$ cat src/rtl/core/comment_stripping_tokenizer_assert.svh
// ----------------------------------------------------------------------------
// Assertion macros for the comment stripping tokenizer
// Concurrent checks sampled on aclk and held off while aresetn is low.
// ----------------------------------------------------------------------------
`ifndef COMMENT_STRIPPING_TOKENIZER_ASSERT_SVH
`define COMMENT_STRIPPING_TOKENIZER_ASSERT_SVH

// The condition must hold at every clock edge out of reset.
`define CST_ASSERT(label, cond) \
    label: assert property (@(posedge aclk) disable iff (!aresetn) (cond)) \
        else $error("tokenizer check failed");

// When the trigger holds, the result must hold in the following cycle.
`define CST_ASSERT_NEXT(label, trig, res) \
    label: assert property (@(posedge aclk) disable iff (!aresetn) (trig) |=> (res)) \
        else $error("tokenizer sequence check failed");

`endif

$ cat src/rtl/core/cst_pkg.sv
`timescale 1ns / 1ps
// ----------------------------------------------------------------------------
// cst_pkg
// Character codes, types and the per-character step function of the tokenizer;
// the bundle type is shared by the front end, result queue and output stage.
// ----------------------------------------------------------------------------
package cst_pkg;

    // Character codes.
    localparam logic [7:0] CH_SLASH  = 8'h2F;
    localparam logic [7:0] CH_STAR   = 8'h2A;
    localparam logic [7:0] CH_NL     = 8'h0A;
    localparam logic [7:0] CH_SPACE  = 8'h20;
    localparam logic [7:0] CH_TAB    = 8'h09;
    localparam logic [7:0] CH_CR     = 8'h0D;
    localparam logic [7:0] CH_COMMA  = 8'h2C;
    localparam logic [7:0] CH_SEMI   = 8'h3B;
    localparam logic [7:0] CH_LBRACE = 8'h7B;
    localparam logic [7:0] CH_RBRACE = 8'h7D;
    localparam logic [7:0] CH_LBRACK = 8'h5B;
    localparam logic [7:0] CH_RBRACK = 8'h5D;

    // Result queue depth, in bundles.
    localparam int QDEPTH = 4;
    localparam int QAW    = $clog2(QDEPTH);

    // Lexer state carried from one character to the next.
    typedef struct packed {
        logic [7:0] held_char;
        logic       held_valid;
        logic       in_line;
        logic       in_block;
        logic       skip;
    } tok_state_t;

    // Outcome of processing one character: new state and up to two results.
    typedef struct packed {
        tok_state_t      st;
        logic [1:0]      cnt;
        logic [1:0][7:0] ch;
        logic [1:0]      last;
    } proc_res_t;

    // All results caused by one input byte, in order.
    typedef struct packed {
        logic [1:0]      cnt;
        logic [2:0][7:0] ch;
        logic [2:0]      last;
    } bundle_t;

    // Characters that form a token of their own.
    function automatic logic is_single(logic [7:0] c);
        logic r;
        case (c) inside
            CH_COMMA, CH_SEMI, CH_STAR, CH_LBRACE,
            CH_RBRACE, CH_LBRACK, CH_RBRACK: r = 1'b1;
            default:                         r = 1'b0;
        endcase
        return r;
    endfunction

    // Process one character with an optional successor character.
    function automatic proc_res_t tok_process(tok_state_t st, logic [7:0] cur,
                                              logic has_nxt, logic [7:0] nxt);
        proc_res_t r;
        r     = '0;
        r.st  = st;
        if (st.skip) begin
            r.st.skip = 1'b0;
        end else if (st.in_line) begin
            if (cur == CH_NL) begin
                r.st.in_line = 1'b0;
            end
        end else if (st.in_block) begin
            if (cur == CH_STAR && has_nxt && nxt == CH_SLASH) begin
                r.st.in_block = 1'b0;
                r.st.skip     = 1'b1;
            end
        end else if (cur == CH_SLASH) begin
            // A slash only matters when it opens a comment; otherwise drop it.
            if (has_nxt && (nxt == CH_SLASH || nxt == CH_STAR)) begin
                r.st.in_line  = (nxt == CH_SLASH);
                r.st.in_block = (nxt == CH_STAR);
                r.st.skip     = 1'b1;
                if (st.held_valid) begin
                    r.ch[0]         = st.held_char;
                    r.last[0]       = 1'b1;
                    r.cnt           = 2'd1;
                    r.st.held_valid = 1'b0;
                end
            end
        end else if (cur == CH_SPACE || cur == CH_TAB || cur == CH_NL) begin
            if (st.held_valid) begin
                r.ch[0]         = st.held_char;
                r.last[0]       = 1'b1;
                r.cnt           = 2'd1;
                r.st.held_valid = 1'b0;
            end
        end else if (is_single(cur)) begin
            if (st.held_valid) begin
                r.ch[0]   = st.held_char;
                r.last[0] = 1'b1;
                r.ch[1]   = cur;
                r.last[1] = 1'b1;
                r.cnt     = 2'd2;
            end else begin
                r.ch[0]   = cur;
                r.last[0] = 1'b1;
                r.cnt     = 2'd1;
            end
            r.st.held_valid = 1'b0;
        end else begin
            // Ordinary token character: release the previous one, hold this one.
            if (st.held_valid) begin
                r.ch[0]   = st.held_char;
                r.last[0] = 1'b0;
                r.cnt     = 2'd1;
            end
            r.st.held_char  = cur;
            r.st.held_valid = 1'b1;
        end
        return r;
    endfunction

endpackage

$ cat src/rtl/core/cst_front.sv
`timescale 1ns / 1ps
// ----------------------------------------------------------------------------
// cst_front
// Accepts one source byte per cycle while the queue has room, runs the lexer
// state and pushes the results that the byte causes into the queue as one bundle.
// ----------------------------------------------------------------------------
module cst_front (
    input  logic             aclk,
    input  logic             aresetn,
    input  logic             s_valid,
    output logic             s_ready,
    input  logic [7:0]       s_in_byte,
    input  logic             s_end_of_input,
    output logic             push_valid,
    input  logic             push_ready,
    output cst_pkg::bundle_t push_data
);
    import cst_pkg::*;

    tok_state_t st_reg, st_next;
    logic [7:0] la_char_reg, la_char_next;
    logic       la_valid_reg, la_valid_next;

    proc_res_t  r1, r2;
    tok_state_t st_mid;
    bundle_t    bun;
    logic       is_cr;
    logic [7:0] la_mid;
    logic       la_valid_mid;
    logic       accept;

    assign s_ready = push_ready;
    assign accept  = s_valid && push_ready;

    // Two chained character steps, then the end-of-text flush.
    always_comb begin
        is_cr = (s_in_byte == CH_CR);
        bun   = '0;

        // Step on the lookahead byte with the new byte as successor.
        r1    = '0;
        r1.st = st_reg;
        if (!is_cr && la_valid_reg) begin
            r1 = tok_process(st_reg, la_char_reg, 1'b1, s_in_byte);
        end
        st_mid       = r1.st;
        la_mid       = is_cr ? la_char_reg : s_in_byte;
        la_valid_mid = la_valid_reg || !is_cr;

        // At end of text the new lookahead is processed with no successor.
        r2    = '0;
        r2.st = st_mid;
        if (s_end_of_input && la_valid_mid) begin
            r2 = tok_process(st_mid, la_mid, 1'b0, 8'h00);
        end

        // Gather results in order.
        if (r1.cnt != 2'd0) begin
            bun.ch[bun.cnt]   = r1.ch[0];
            bun.last[bun.cnt] = r1.last[0];
            bun.cnt           = bun.cnt + 2'd1;
        end
        if (r1.cnt == 2'd2) begin
            bun.ch[bun.cnt]   = r1.ch[1];
            bun.last[bun.cnt] = r1.last[1];
            bun.cnt           = bun.cnt + 2'd1;
        end
        if (r2.cnt != 2'd0) begin
            bun.ch[bun.cnt]   = r2.ch[0];
            bun.last[bun.cnt] = r2.last[0];
            bun.cnt           = bun.cnt + 2'd1;
        end
        if (r2.cnt == 2'd2) begin
            bun.ch[bun.cnt]   = r2.ch[1];
            bun.last[bun.cnt] = r2.last[1];
            bun.cnt           = bun.cnt + 2'd1;
        end

        st_next       = r2.st;
        la_char_next  = la_mid;
        la_valid_next = la_valid_mid;

        // Flush the held byte and start a fresh text.
        if (s_end_of_input) begin
            if (st_next.held_valid) begin
                bun.ch[bun.cnt]   = st_next.held_char;
                bun.last[bun.cnt] = 1'b1;
                bun.cnt           = bun.cnt + 2'd1;
            end
            st_next.held_valid = 1'b0;
            st_next.in_line    = 1'b0;
            st_next.in_block   = 1'b0;
            st_next.skip       = 1'b0;
            la_char_next       = 8'h00;
            la_valid_next      = 1'b0;
        end
    end

    assign push_data  = bun;
    assign push_valid = accept && (bun.cnt != 2'd0);

    // State advances on every input transfer.
    always_ff @(posedge aclk) begin
        if (!aresetn) begin
            st_reg       <= '0;
            la_char_reg  <= 8'h00;
            la_valid_reg <= 1'b0;
        end else if (accept) begin
            st_reg       <= st_next;
            la_char_reg  <= la_char_next;
            la_valid_reg <= la_valid_next;
        end
    end

endmodule

$ cat src/rtl/core/cst_queue.sv
`timescale 1ns / 1ps
// ----------------------------------------------------------------------------
// cst_queue
// Small first-in first-out queue of result bundles between the front end and
// the output stage.
// ----------------------------------------------------------------------------
`include "comment_stripping_tokenizer_assert.svh"

module cst_queue (
    input  logic             aclk,
    input  logic             aresetn,
    input  logic             push_valid,
    output logic             push_ready,
    input  cst_pkg::bundle_t push_data,
    output logic             pop_valid,
    input  logic             pop_ready,
    output cst_pkg::bundle_t pop_data
);
    import cst_pkg::*;

    bundle_t          slots_reg [QDEPTH];
    logic [QAW-1:0]   wr_ptr_reg, wr_ptr_next;
    logic [QAW-1:0]   rd_ptr_reg, rd_ptr_next;
    logic [QAW:0]     count_reg, count_next;
    logic             push_fire, pop_fire;

    assign push_ready = (count_reg != (QAW+1)'(QDEPTH));
    assign pop_valid  = (count_reg != '0);
    assign pop_data   = slots_reg[rd_ptr_reg];
    assign push_fire  = push_valid && push_ready;
    assign pop_fire   = pop_valid && pop_ready;

    // Pointer and fill count updates.
    always_comb begin
        wr_ptr_next = push_fire ? wr_ptr_reg + QAW'(1) : wr_ptr_reg;
        rd_ptr_next = pop_fire ? rd_ptr_reg + QAW'(1) : rd_ptr_reg;
        count_next  = count_reg;
        if (push_fire && !pop_fire) begin
            count_next = count_reg + (QAW+1)'(1);
        end else if (pop_fire && !push_fire) begin
            count_next = count_reg - (QAW+1)'(1);
        end
    end

    always_ff @(posedge aclk) begin
        if (!aresetn) begin
            wr_ptr_reg <= '0;
            rd_ptr_reg <= '0;
            count_reg  <= '0;
        end else begin
            wr_ptr_reg <= wr_ptr_next;
            rd_ptr_reg <= rd_ptr_next;
            count_reg  <= count_next;
        end
    end

    // Bundle storage.
    always_ff @(posedge aclk) begin
        if (push_fire) begin
            slots_reg[wr_ptr_reg] <= push_data;
        end
    end

    `CST_ASSERT(a_count_bound, count_reg <= (QAW+1)'(QDEPTH))
    `CST_ASSERT(a_push_nonempty, !push_valid || push_data.cnt != 2'd0)
    `CST_ASSERT_NEXT(a_push_fills, push_fire && !pop_fire, pop_valid)
    `CST_ASSERT_NEXT(a_pop_drains, pop_fire && !push_fire && count_reg == (QAW+1)'(1), !pop_valid)

endmodule

$ cat src/rtl/core/cst_back.sv
`timescale 1ns / 1ps
// ----------------------------------------------------------------------------
// cst_back
// Output stage: walks the results of the head bundle one per cycle, while m_ready
// allows, into a registered result channel and releases the bundle after its last result.
// ----------------------------------------------------------------------------
module cst_back (
    input  logic             aclk,
    input  logic             aresetn,
    input  logic             q_valid,
    output logic             q_pop,
    input  cst_pkg::bundle_t q_data,
    output logic             m_valid,
    input  logic             m_ready,
    output logic [7:0]       m_out_byte,
    output logic             m_token_last,
    output logic             m_run_last
);
    import cst_pkg::*;

    logic [1:0] idx_reg, idx_next;
    logic       valid_reg, valid_next;
    logic [7:0] byte_reg, byte_next;
    logic       tlast_reg, tlast_next;
    logic       rlast_reg, rlast_next;
    logic       load;
    logic       is_end;

    assign load   = !valid_reg || m_ready;
    assign is_end = (idx_reg == q_data.cnt - 2'd1);

    // Select the next result of the head bundle.
    always_comb begin
        idx_next   = idx_reg;
        valid_next = valid_reg;
        byte_next  = byte_reg;
        tlast_next = tlast_reg;
        rlast_next = rlast_reg;
        q_pop      = 1'b0;
        if (load) begin
            valid_next = q_valid;
            if (q_valid) begin
                byte_next  = q_data.ch[idx_reg];
                tlast_next = q_data.last[idx_reg];
                rlast_next = is_end;
                q_pop      = is_end;
                idx_next   = is_end ? 2'd0 : idx_reg + 2'd1;
            end
        end
    end

    always_ff @(posedge aclk) begin
        if (!aresetn) begin
            idx_reg   <= 2'd0;
            valid_reg <= 1'b0;
        end else begin
            idx_reg   <= idx_next;
            valid_reg <= valid_next;
        end
    end

    always_ff @(posedge aclk) begin
        byte_reg  <= byte_next;
        tlast_reg <= tlast_next;
        rlast_reg <= rlast_next;
    end

    assign m_valid      = valid_reg;
    assign m_out_byte   = byte_reg;
    assign m_token_last = tlast_reg;
    assign m_run_last   = rlast_reg;

endmodule

$ cat src/rtl/core/comment_stripping_tokenizer.sv
`timescale 1ns / 1ps
// ----------------------------------------------------------------------------
// comment_stripping_tokenizer
// Strips line and block comments and carriage returns from source text and
// emits token bytes, with a flag on the last byte of each token.
// ----------------------------------------------------------------------------
//  channel   direction  ports
//  s_        in         s_valid s_ready s_in_byte s_end_of_input
//  m_        out        m_valid m_ready m_out_byte m_token_last m_run_last
//
//  One byte is taken per cycle while s_ready is high; a byte causes at most
//  three results, which leave one at a time, and a four-bundle result queue
//  absorbs these bursts before s_ready drops.
//  With an empty queue, the first result of a byte passes through the queue
//  slot and then the output register before it is on m_valid.
//  Reset is synchronous; no clearing pass follows.
//  Each side stalls on its own: input waits only on a full queue.
// ----------------------------------------------------------------------------
module comment_stripping_tokenizer (
    input  logic       aclk,
    input  logic       aresetn,
    input  logic       s_valid,
    output logic       s_ready,
    input  logic [7:0] s_in_byte,
    input  logic       s_end_of_input,
    output logic       m_valid,
    input  logic       m_ready,
    output logic [7:0] m_out_byte,
    output logic       m_token_last,
    output logic       m_run_last
);
    import cst_pkg::*;

    logic    push_valid, push_ready;
    bundle_t push_data;
    logic    pop_valid, pop_ready;
    bundle_t pop_data;

    // Lexer front end.
    cst_front u_front (
        .aclk           (aclk),
        .aresetn        (aresetn),
        .s_valid        (s_valid),
        .s_ready        (s_ready),
        .s_in_byte      (s_in_byte),
        .s_end_of_input (s_end_of_input),
        .push_valid     (push_valid),
        .push_ready     (push_ready),
        .push_data      (push_data)
    );

    // Bundle queue.
    cst_queue u_queue (
        .aclk       (aclk),
        .aresetn    (aresetn),
        .push_valid (push_valid),
        .push_ready (push_ready),
        .push_data  (push_data),
        .pop_valid  (pop_valid),
        .pop_ready  (pop_ready),
        .pop_data   (pop_data)
    );

    // Result serializer.
    cst_back u_back (
        .aclk         (aclk),
        .aresetn      (aresetn),
        .q_valid      (pop_valid),
        .q_pop        (pop_ready),
        .q_data       (pop_data),
        .m_valid      (m_valid),
        .m_ready      (m_ready),
        .m_out_byte   (m_out_byte),
        .m_token_last (m_token_last),
        .m_run_last   (m_run_last)
    );

endmodule
$ cat config.mk
export PLATFORM = sky130hd
export DESIGN_NAME = comment_stripping_tokenizer
export DESIGN_NICKNAME = d
export VERILOG_FILES = /design/src/rtl/core/cst_pkg.sv /design/src/rtl/core/cst_front.sv /design/src/rtl/core/cst_queue.sv /design/src/rtl/core/cst_back.sv /design/src/rtl/core/comment_stripping_tokenizer.sv
export VERILOG_INCLUDE_DIRS = /design/src /design/src/rtl/core
export SDC_FILE = /design/constraint.sdc
export NUM_CORES = 1
export LEC_CHECK = 0
export BUFFER_PORTS_ARGS = -buffer_cell sky130_fd_sc_hd__buf_2
export CAP_MARGIN = 20
export CORE_AREA = 5 5 154 156
export CTS_CLUSTER_DIAMETER = 150
export DETAILED_ROUTE_END_ITERATION = 7
export DIE_AREA = 0 0 159 161
export SLEW_MARGIN = 20
export SYNTH_ARGS = -nofsm -noshare
export SYNTH_HDL_FRONTEND = slang
export SYNTH_HIERARCHICAL = 1
export SYNTH_SLANG_ARGS = --single-unit
export TNS_END_PERCENT = 50
$ cat constraint.sdc
create_clock -name aclk -period 8.5 [get_ports aclk]
set_input_delay 1.275 -clock aclk [delete_from_list [all_inputs] [get_ports aclk]]
set_output_delay 1.275 -clock aclk [all_outputs]
set_load 0.005 [all_outputs]
==> metrics.md, run 1 <==
| Metric | Value |
|---|---|
| Status | `completed` |
| Clock transition at path regs | `approximately 0.06 ns` |
| Total power | `0.00232 W` |
| Reg2Reg Setup Slack | `~1.8 ns` |
| H-tree Lvls | `4` |
| Crit. End Element | `flip-flop` |
| Drt initial violations | `525` |
| Unique cell type count in the Yosys netlist | `84` |
| Die Ht | `approximately 160 um` |
| Period minus WS final | `just under 7 ns` |
| Sw frac | `between 20 and 30%` |
| Total routed wirelength | `23100 um` |
| Most common cell after layout, fill and taps aside | `edfxtp_1` |
| Root buffer cell | `clkbuf_16` |
| Final nets | `744` |
| Initial Utilization | `a little under two fifths` |
| Peak supply drop | `roughly 0.12 mV` |
| Setup crit start | `s_in_byte[5]` |
| Fmax | `around 150 MHz` |
| Port Buf Inserts | `24` |
| Post-synth top flop | `edfxtp_1` |
| Commonest cells after routing, fill and taps aside | `126 x edfxtp_1, 80 x nand2_1, 32 x a21oi_1, 31 x dfxtp_1, 28 x mux4_2` |
| Fin crit share | `79.9%` |
| Crit Path Max Fanout | `16` |
| Syn nets | `732` |
| Remaining DRCs | `0` |
| Syn_area_per_cell | `between 10 and 15 um2` |
| Vias | `between 6000 and 7000` |
| Share of cells above drive strength 1 | `about 16%` |
| RR Endpoint | `u_queue/count_reg[2]` |
| Synth warnings | `6` |
| Clock power share | `about a third` |
| Static Leak | `approximately 3.1 nW` |
| Number of synthesized flops with an enable pin | `126` |
| Total grt overflow | `0` |
| CTS buffer count | `17` |
| Synthesized cell area | `8450 um2` |
| First-pass GRT wire length | `35800 um` |
| CP max stage delay | `0.67 ns` |
| Io pins | `25` |
| Pin count of the biggest net entering global routing | `37` |
| Post-CTS Hold Fix Bufs | `0` |
| Post-route setup slack | `roughly 1.7 ns` |
| Delay-heaviest family, CP | `compound AO/OA/AOI/OAI gates` |
| Max FFs per register | `approximately 120` |
| WP data required | `8.83 ns` |
| Synthesized flop and latch total | `~160` |
| Post-CTS sizing | `0` |
| Max-Cap Viols | `0` |
| Asr flop ratio synth | `0%` |
| Comb pwr share | `22.9%` |
| Area grow syn2layout | `11.0%` |
| Post-Route Setup TNS | `0 ns` |
| Post-Synthesis Cells | `around 710` |
| Hold crit path type | `reg2reg` |
| CP Data Arrival Time | `7.11 ns` |
| Instance area at placement | `8790 um2` |
| DP Worst Slack | `1.30 ns` |
| Clk_skew | `~0.021 ns` |
| Area of the core | `roughly 22000 um2` |
| Type of the worst setup path | `in2reg` |
| Post-Route Utilization | `a little over two fifths` |
| Switch Pwr | `0.000692 W` |
| Slew headroom | `34.9%` |
| Final Hold Viols | `0` |
| Worst Hold Path Cells | `2` |
| RePlAce Congestion | `around 0.96` |
| Slew Limit Fails | `0` |
| Worst R2R Start | `u_front/la_char_reg[1]` |
| FF-to-FF path depth | `25` |
| Worst slew pin tran | `0.970 ns` |
| Internal | `0.00162 W` |
| Clock buffer depth | `2` |
| Die width | `~160 um` |
| Flop pwr share | `approximately 44%` |
| Total Routing Usage GR | `between 15 and 20%` |
| Worst-Skew Late Latency | `roughly 0.43 ns` |
| Vias per cell | `around 6` |
| Pwr dens | `247 nW/um2` |
| Worst Path Buf+Inv | `6` |
| Endpoints failing setup | `0` |
| Die area | `25600 um2` |
| Hpwl dp | `about 16000 um` |
| Sink Count | `159` |
| Setup bufs post-CTS | `0` |
| Critical-path top delay cell | `nor4_1` |
| Unrepaired setup endpoints after global routing | `no` |
| Drt pass-1 iters | `5` |
| Routed Antenna Nets | `0` |
| CP Depth | `26` |
| # rows | `55` |
| Sequential area share after synthesis | `between 50 and 60%` |
| Ant diodes | `0` |
| Fin area | `9380 um2` |
| Vias in the first global route | `approximately 6100` |
| CP Capture Point | `u_queue/count_reg[2]` |
| Antenna violations before repair | `0` |
| CTS tree | `built` |
| Worst setup SP type | `input pin` |
| Avg WL per Cell | `22.8 um` |
[synthesized netlist by cell type, types with 15 or more instances]
cell | count | area (um2)
edfxtp_1 | 126 | 3780
nand2_1 | 80 | 300
dfxtp_1 | 33 | 661
a21oi_1 | 32 | 160
mux4_2 | 28 | 631
nor2_1 | 27 | 101
o21ai_0 | 27 | 135
mux2i_1 | 25 | 250
clkbuf_1 | 23 | 86.3
and2_1 | 17 | 106
inv_1 | 17 | 63.8
nand3_1 | 17 | 85.1
nor2b_1 | 15 | 93.8
[worst reg2reg max path: stages (launching register included)]
cell,delay (ns)
dfxtp_1,0.69
nor4bb_1,0.80
a21boi_1,0.42
nor2_1,0.19
a21oi_2,0.32
inv_1,0.30
ha_1,0.35
inv_1,0.07
o211ai_1,0.11
nor2_1,0.16
nor3_1,0.07
buf_4,0.22
nor2_1,0.14
inv_1,0.06
ha_1,0.28
a2bb2oi_1,0.19
ha_1,0.28
a31o_2,0.20
a31oi_1,0.14
a21boi_2,0.32
ha_1,0.24
inv_1,0.06
fa_1,0.37
xor2_1,0.16
or3_1,0.31
a21boi_0,0.20
[metal layers]
layer	GRT usage, %	wire [um]	up-vias
met2	29.9	11100	242
met5	0	0	-
met1	23.1	9900	3029
li1	-	-	2779
met4	7.25	717	0
met3	3.42	1440	49
[metrics by stage]
| stage | cells | hold WS [ns] |
|---|---|---|
| 4_1_cts | 1016 | 0.479 |
| 2_1_floorplan | 706 | 0.447 |
| 6_report | 1016 | 0.473 |
| 3_3_place_gp | 984 | 0.462 |
| 3_5_place_dp | 984 | 0.470 |
| 5_1_grt | 1016 | 0.515 |
[area by class of cell]
class / instances / area (um2)
Inverter: 18 / 67.6
Clock inverter: 13 / 155
Multi-Input combinational cell: 486 / 3710
Fill cell: 2091 / 12800
Clock buffer: 19 / 433
Timing Repair Buffer: 36 / 210
Tap cell: 285 / 357
Sequential cell: 159 / 4450
[how the worst min path moves through the flow]
stage	from	end
global route	u_front/st_reg[6]	u_front/st_reg[6]
CTS	u_front/st_reg[10]	u_front/st_reg[10]
detailed placement	u_front/st_reg[10]	u_front/st_reg[10]
global placement	u_front/st_reg[9]	u_front/st_reg[9]
finish	u_front/st_reg[10]	u_front/st_reg[10]
floorplan	u_front/st_reg[10]	u_front/st_reg[10]
[power by group through the flow]
| stage | Combinational (W) | Sequential (W) | Clock (W) |
|---|---|---|---|
| floorplan | 0.000388 | 0.00102 | 0 |
| global placement | 0.000523 | 0.00104 | 0 |
| detailed placement | 0.000535 | 0.00104 | 0 |
| CTS | 0.000537 | 0.00103 | 0.000781 |
| global route | 0.000585 | 0.00104 | 0.000813 |
| finish | 0.000530 | 0.00103 | 0.000762 |
[cells by family (layout without fill, tap and decap cells)]
kind of cell	after synthesis	count (layout)	share of synthesized area (%)
flops	159	159	52.6
buf+inv	61	86	3.45
simple gates	219	219	13.8
fa+ha+maj	13	13	2.01
compound gates	187	187	15.9
xor+xnor	11	11	1.14
mux	56	56	11.0
(Power assumes the default switching activity.)
==> run 2: changes to the inputs <==
==> constraint.sdc (replaced) <==
create_clock -name aclk -period 6.5 [get_ports aclk]
set_input_delay 0.975 -clock aclk [delete_from_list [all_inputs] [get_ports aclk]]
set_output_delay 0.975 -clock aclk [all_outputs]
set_load 0.005 [all_outputs]
==> metrics.md, run 2 (same netlist as run 1, synthesis figures left out) <==
| Metric | Value |
|---|---|
| Crit. End Element | `flip-flop` |
| Drt pass-1 iters | `5` |
| WHS | `~0.49 ns` |
| Period minus WS final | `roughly 6 ns` |
| Clock transition at path regs | `0.06 ns` |
| Port Buf Inserts | `24` |
| Worst slew pin tran | `1.11 ns` |
| Post-Route Utilization | `between 40% and 50%` |
| Type of the worst setup path | `reg2reg` |
| RePlAce Congestion | `about 0.96` |
| H-tree Lvls | `4` |
| CP Cell Sequence | `nor4bb_1 > nand2_1 > and3_1 > a21oi_2 > inv_1 > ha_1 > inv_1 > o211ai_1 > nor2_1 > nor2_1 > xor2_1 > ha_1 > a2bb2oi_1 > ha_1 > a31o_2 > a31oi_1 > a21boi_2 > ha_1 > inv_1 > fa_1 > xor2_1 > or3_1 > a21boi_0` |
| First-pass GRT wire length | `about 34000 um` |
| Critical-path top delay cell | `nor4bb_1` |
| Post-CTS Hold Fix Bufs | `0` |
| Pin count of the biggest net entering global routing | `37` |
| CP max stage delay | `approximately 0.73 ns` |
| Final nets | `753` |
| CTS buffer count | `17` |
| Die area | `roughly 26000 um2` |
| Drt initial violations | `470` |
| Status | `completed` |
| Remaining DRCs | `0` |
| Io pins | `25` |
| Vias per cell | `slightly below 6` |
| Fin crit share | `92.3%` |
| Reg2Reg Setup Slack | `between 0.5 and 0.6 ns` |
| Area of the core | `between 20000 and 25000 um2` |
| Hold crit path type | `reg2reg` |
| Total Routing Usage GR | `around 17%` |
| Setup bufs post-CTS | `0` |
| Fin area | `between 9000 and 10000 um2` |
| CTS tree | `built` |
| Critical path's most frequent cell | `ha_1` |
| Die width | `approximately 160 um` |
| Commonest cells after routing, fill and taps aside | `126 x edfxtp_1, 80 x nand2_1, 32 x dfxtp_1, 32 x a21oi_1, 28 x mux4_2` |
| Ant diodes | `0` |
| Die Ht | `about 160 um` |
| Antenna violations before repair | `0` |
| Setup crit start | `u_front/la_char_reg[2]` |
| Static Leak | `3.17 nW` |
| Non-filler cells, final | `~1000` |
| Clock buffer depth | `2` |
| Initial Utilization | `between 30% and 40%` |
| Vias in the first global route | `about 6000` |
| Pwr dens | `316 nW/um2` |
| Instance area at placement | `8900 um2` |
| RR Endpoint | `u_queue/count_reg[2]` |
| Avg WL per Cell | `21.1 um` |
| Final Hold Viols | `0` |
| FF-to-FF path depth | `23` |
| Root buffer cell | `clkbuf_16` |
| Max FFs per register | `about 120` |
| Most common cell after layout, fill and taps aside | `edfxtp_1` |
| Hpwl dp | `between 15000 and 20000 um` |
| Peak supply drop | `roughly 0.16 mV` |
| Max-Cap Viols | `0` |
| Area grow syn2layout | `11.9%` |
| Fmax | `between 150 and 200 MHz` |
| Unrepaired setup endpoints after global routing | `no` |
| # rows | `between 50 and 60` |
| Vias | `approximately 6000` |
| Worst-Skew Late Latency | `~0.42 ns` |
| Endpoints failing setup | `0` |
| Total routed wirelength | `21600 um` |
| Inst Count DP | `approximately 990` |
| Post-CTS sizing | `0` |
| Slew headroom | `~25%` |
| CP Data Arrival Time | `6.34 ns` |
| Routed Antenna Nets | `0` |
| Hold path startpoint | `u_front/st_reg[6]` |
| Crit Path Max Fanout | `10` |
| Worst setup SP type | `flip-flop` |
| WP data required | `a little under 7 ns` |
| Slew Limit Fails | `0` |
| Hold worst-path end | `u_front/st_reg[6]` |
| Sink Count | `159` |
| Worst R2R Start | `u_front/la_char_reg[2]` |
| Worst Hold Path Cells | `2` |
| Post-Route Setup TNS | `0 ns` |
| Clk_skew | `0.0120 ns` |
| Total grt overflow | `0` |
| Share of cells above drive strength 1 | `~17%` |
run 2: cell types whose count changed in the layout (fill, tap and decap cells not counted), sizes merged:
cell,change
clkbuf,-1
bufinv,-1
clkinvlp,-3
clkinv,+4
buf,+9
inv,+1
run 2: metrics by stage:
step                      setup slack [ns]  power (W)
after floorplan                      0.318    0.00185
after global placement               0.372    0.00204
after detailed placement             0.149    0.00207
after CTS                            0.532    0.00301
after global routing                0.0942    0.00314
final                                0.503    0.00299
run 2: worst max path at each step:
stage                           end
2_1_floorplan  u_queue/count_reg[2]
3_3_place_gp   u_queue/count_reg[2]
3_5_place_dp   u_queue/count_reg[2]
4_1_cts        u_queue/count_reg[2]
5_1_grt        u_queue/count_reg[2]
6_report       u_queue/count_reg[2]
run 2: critical path, delay by kind of cell (launching register included):
kind	cells	cell delay, ns
buf+inv	3	0.21
compound gates	7	1.35
simple gates	6	1.95
xor+xnor	2	0.38
flops	1	0.61
fa+ha+maj	5	1.40
run 2: per-layer routing:
| metal | up-vias | track usage, % | part of all wire [%] |
|---|---|---|---|
| li1 | 2786 | - | - |
| met1 | 2982 | 22.7 | 44 |
| met2 | 219 | 27.5 | 48 |
| met3 | 35 | 3.16 | 4.7 |
| met4 | 0 | 6.24 | 2.7 |
| met5 | - | 0 | 0 |
run 2: cell type report:
cell class	count	area, um2
clock buffer	18	429
sequential	159	4450
timing repair buffer	45	315
fill	2069	12800
multi-input combinational	486	3710
clock inverter	14	130
tap	285	357
inverter	18	67.6
run 2: power breakdown:
| group | switching (W) | internal, W | leakage [nW] |
|---|---|---|---|
| logic | 0.000410 | 0.000290 | 1.42 |
| registers | 0.0000641 | 0.00127 | 1.47 |
| clock network | 0.000417 | 0.000535 | 0.273 |
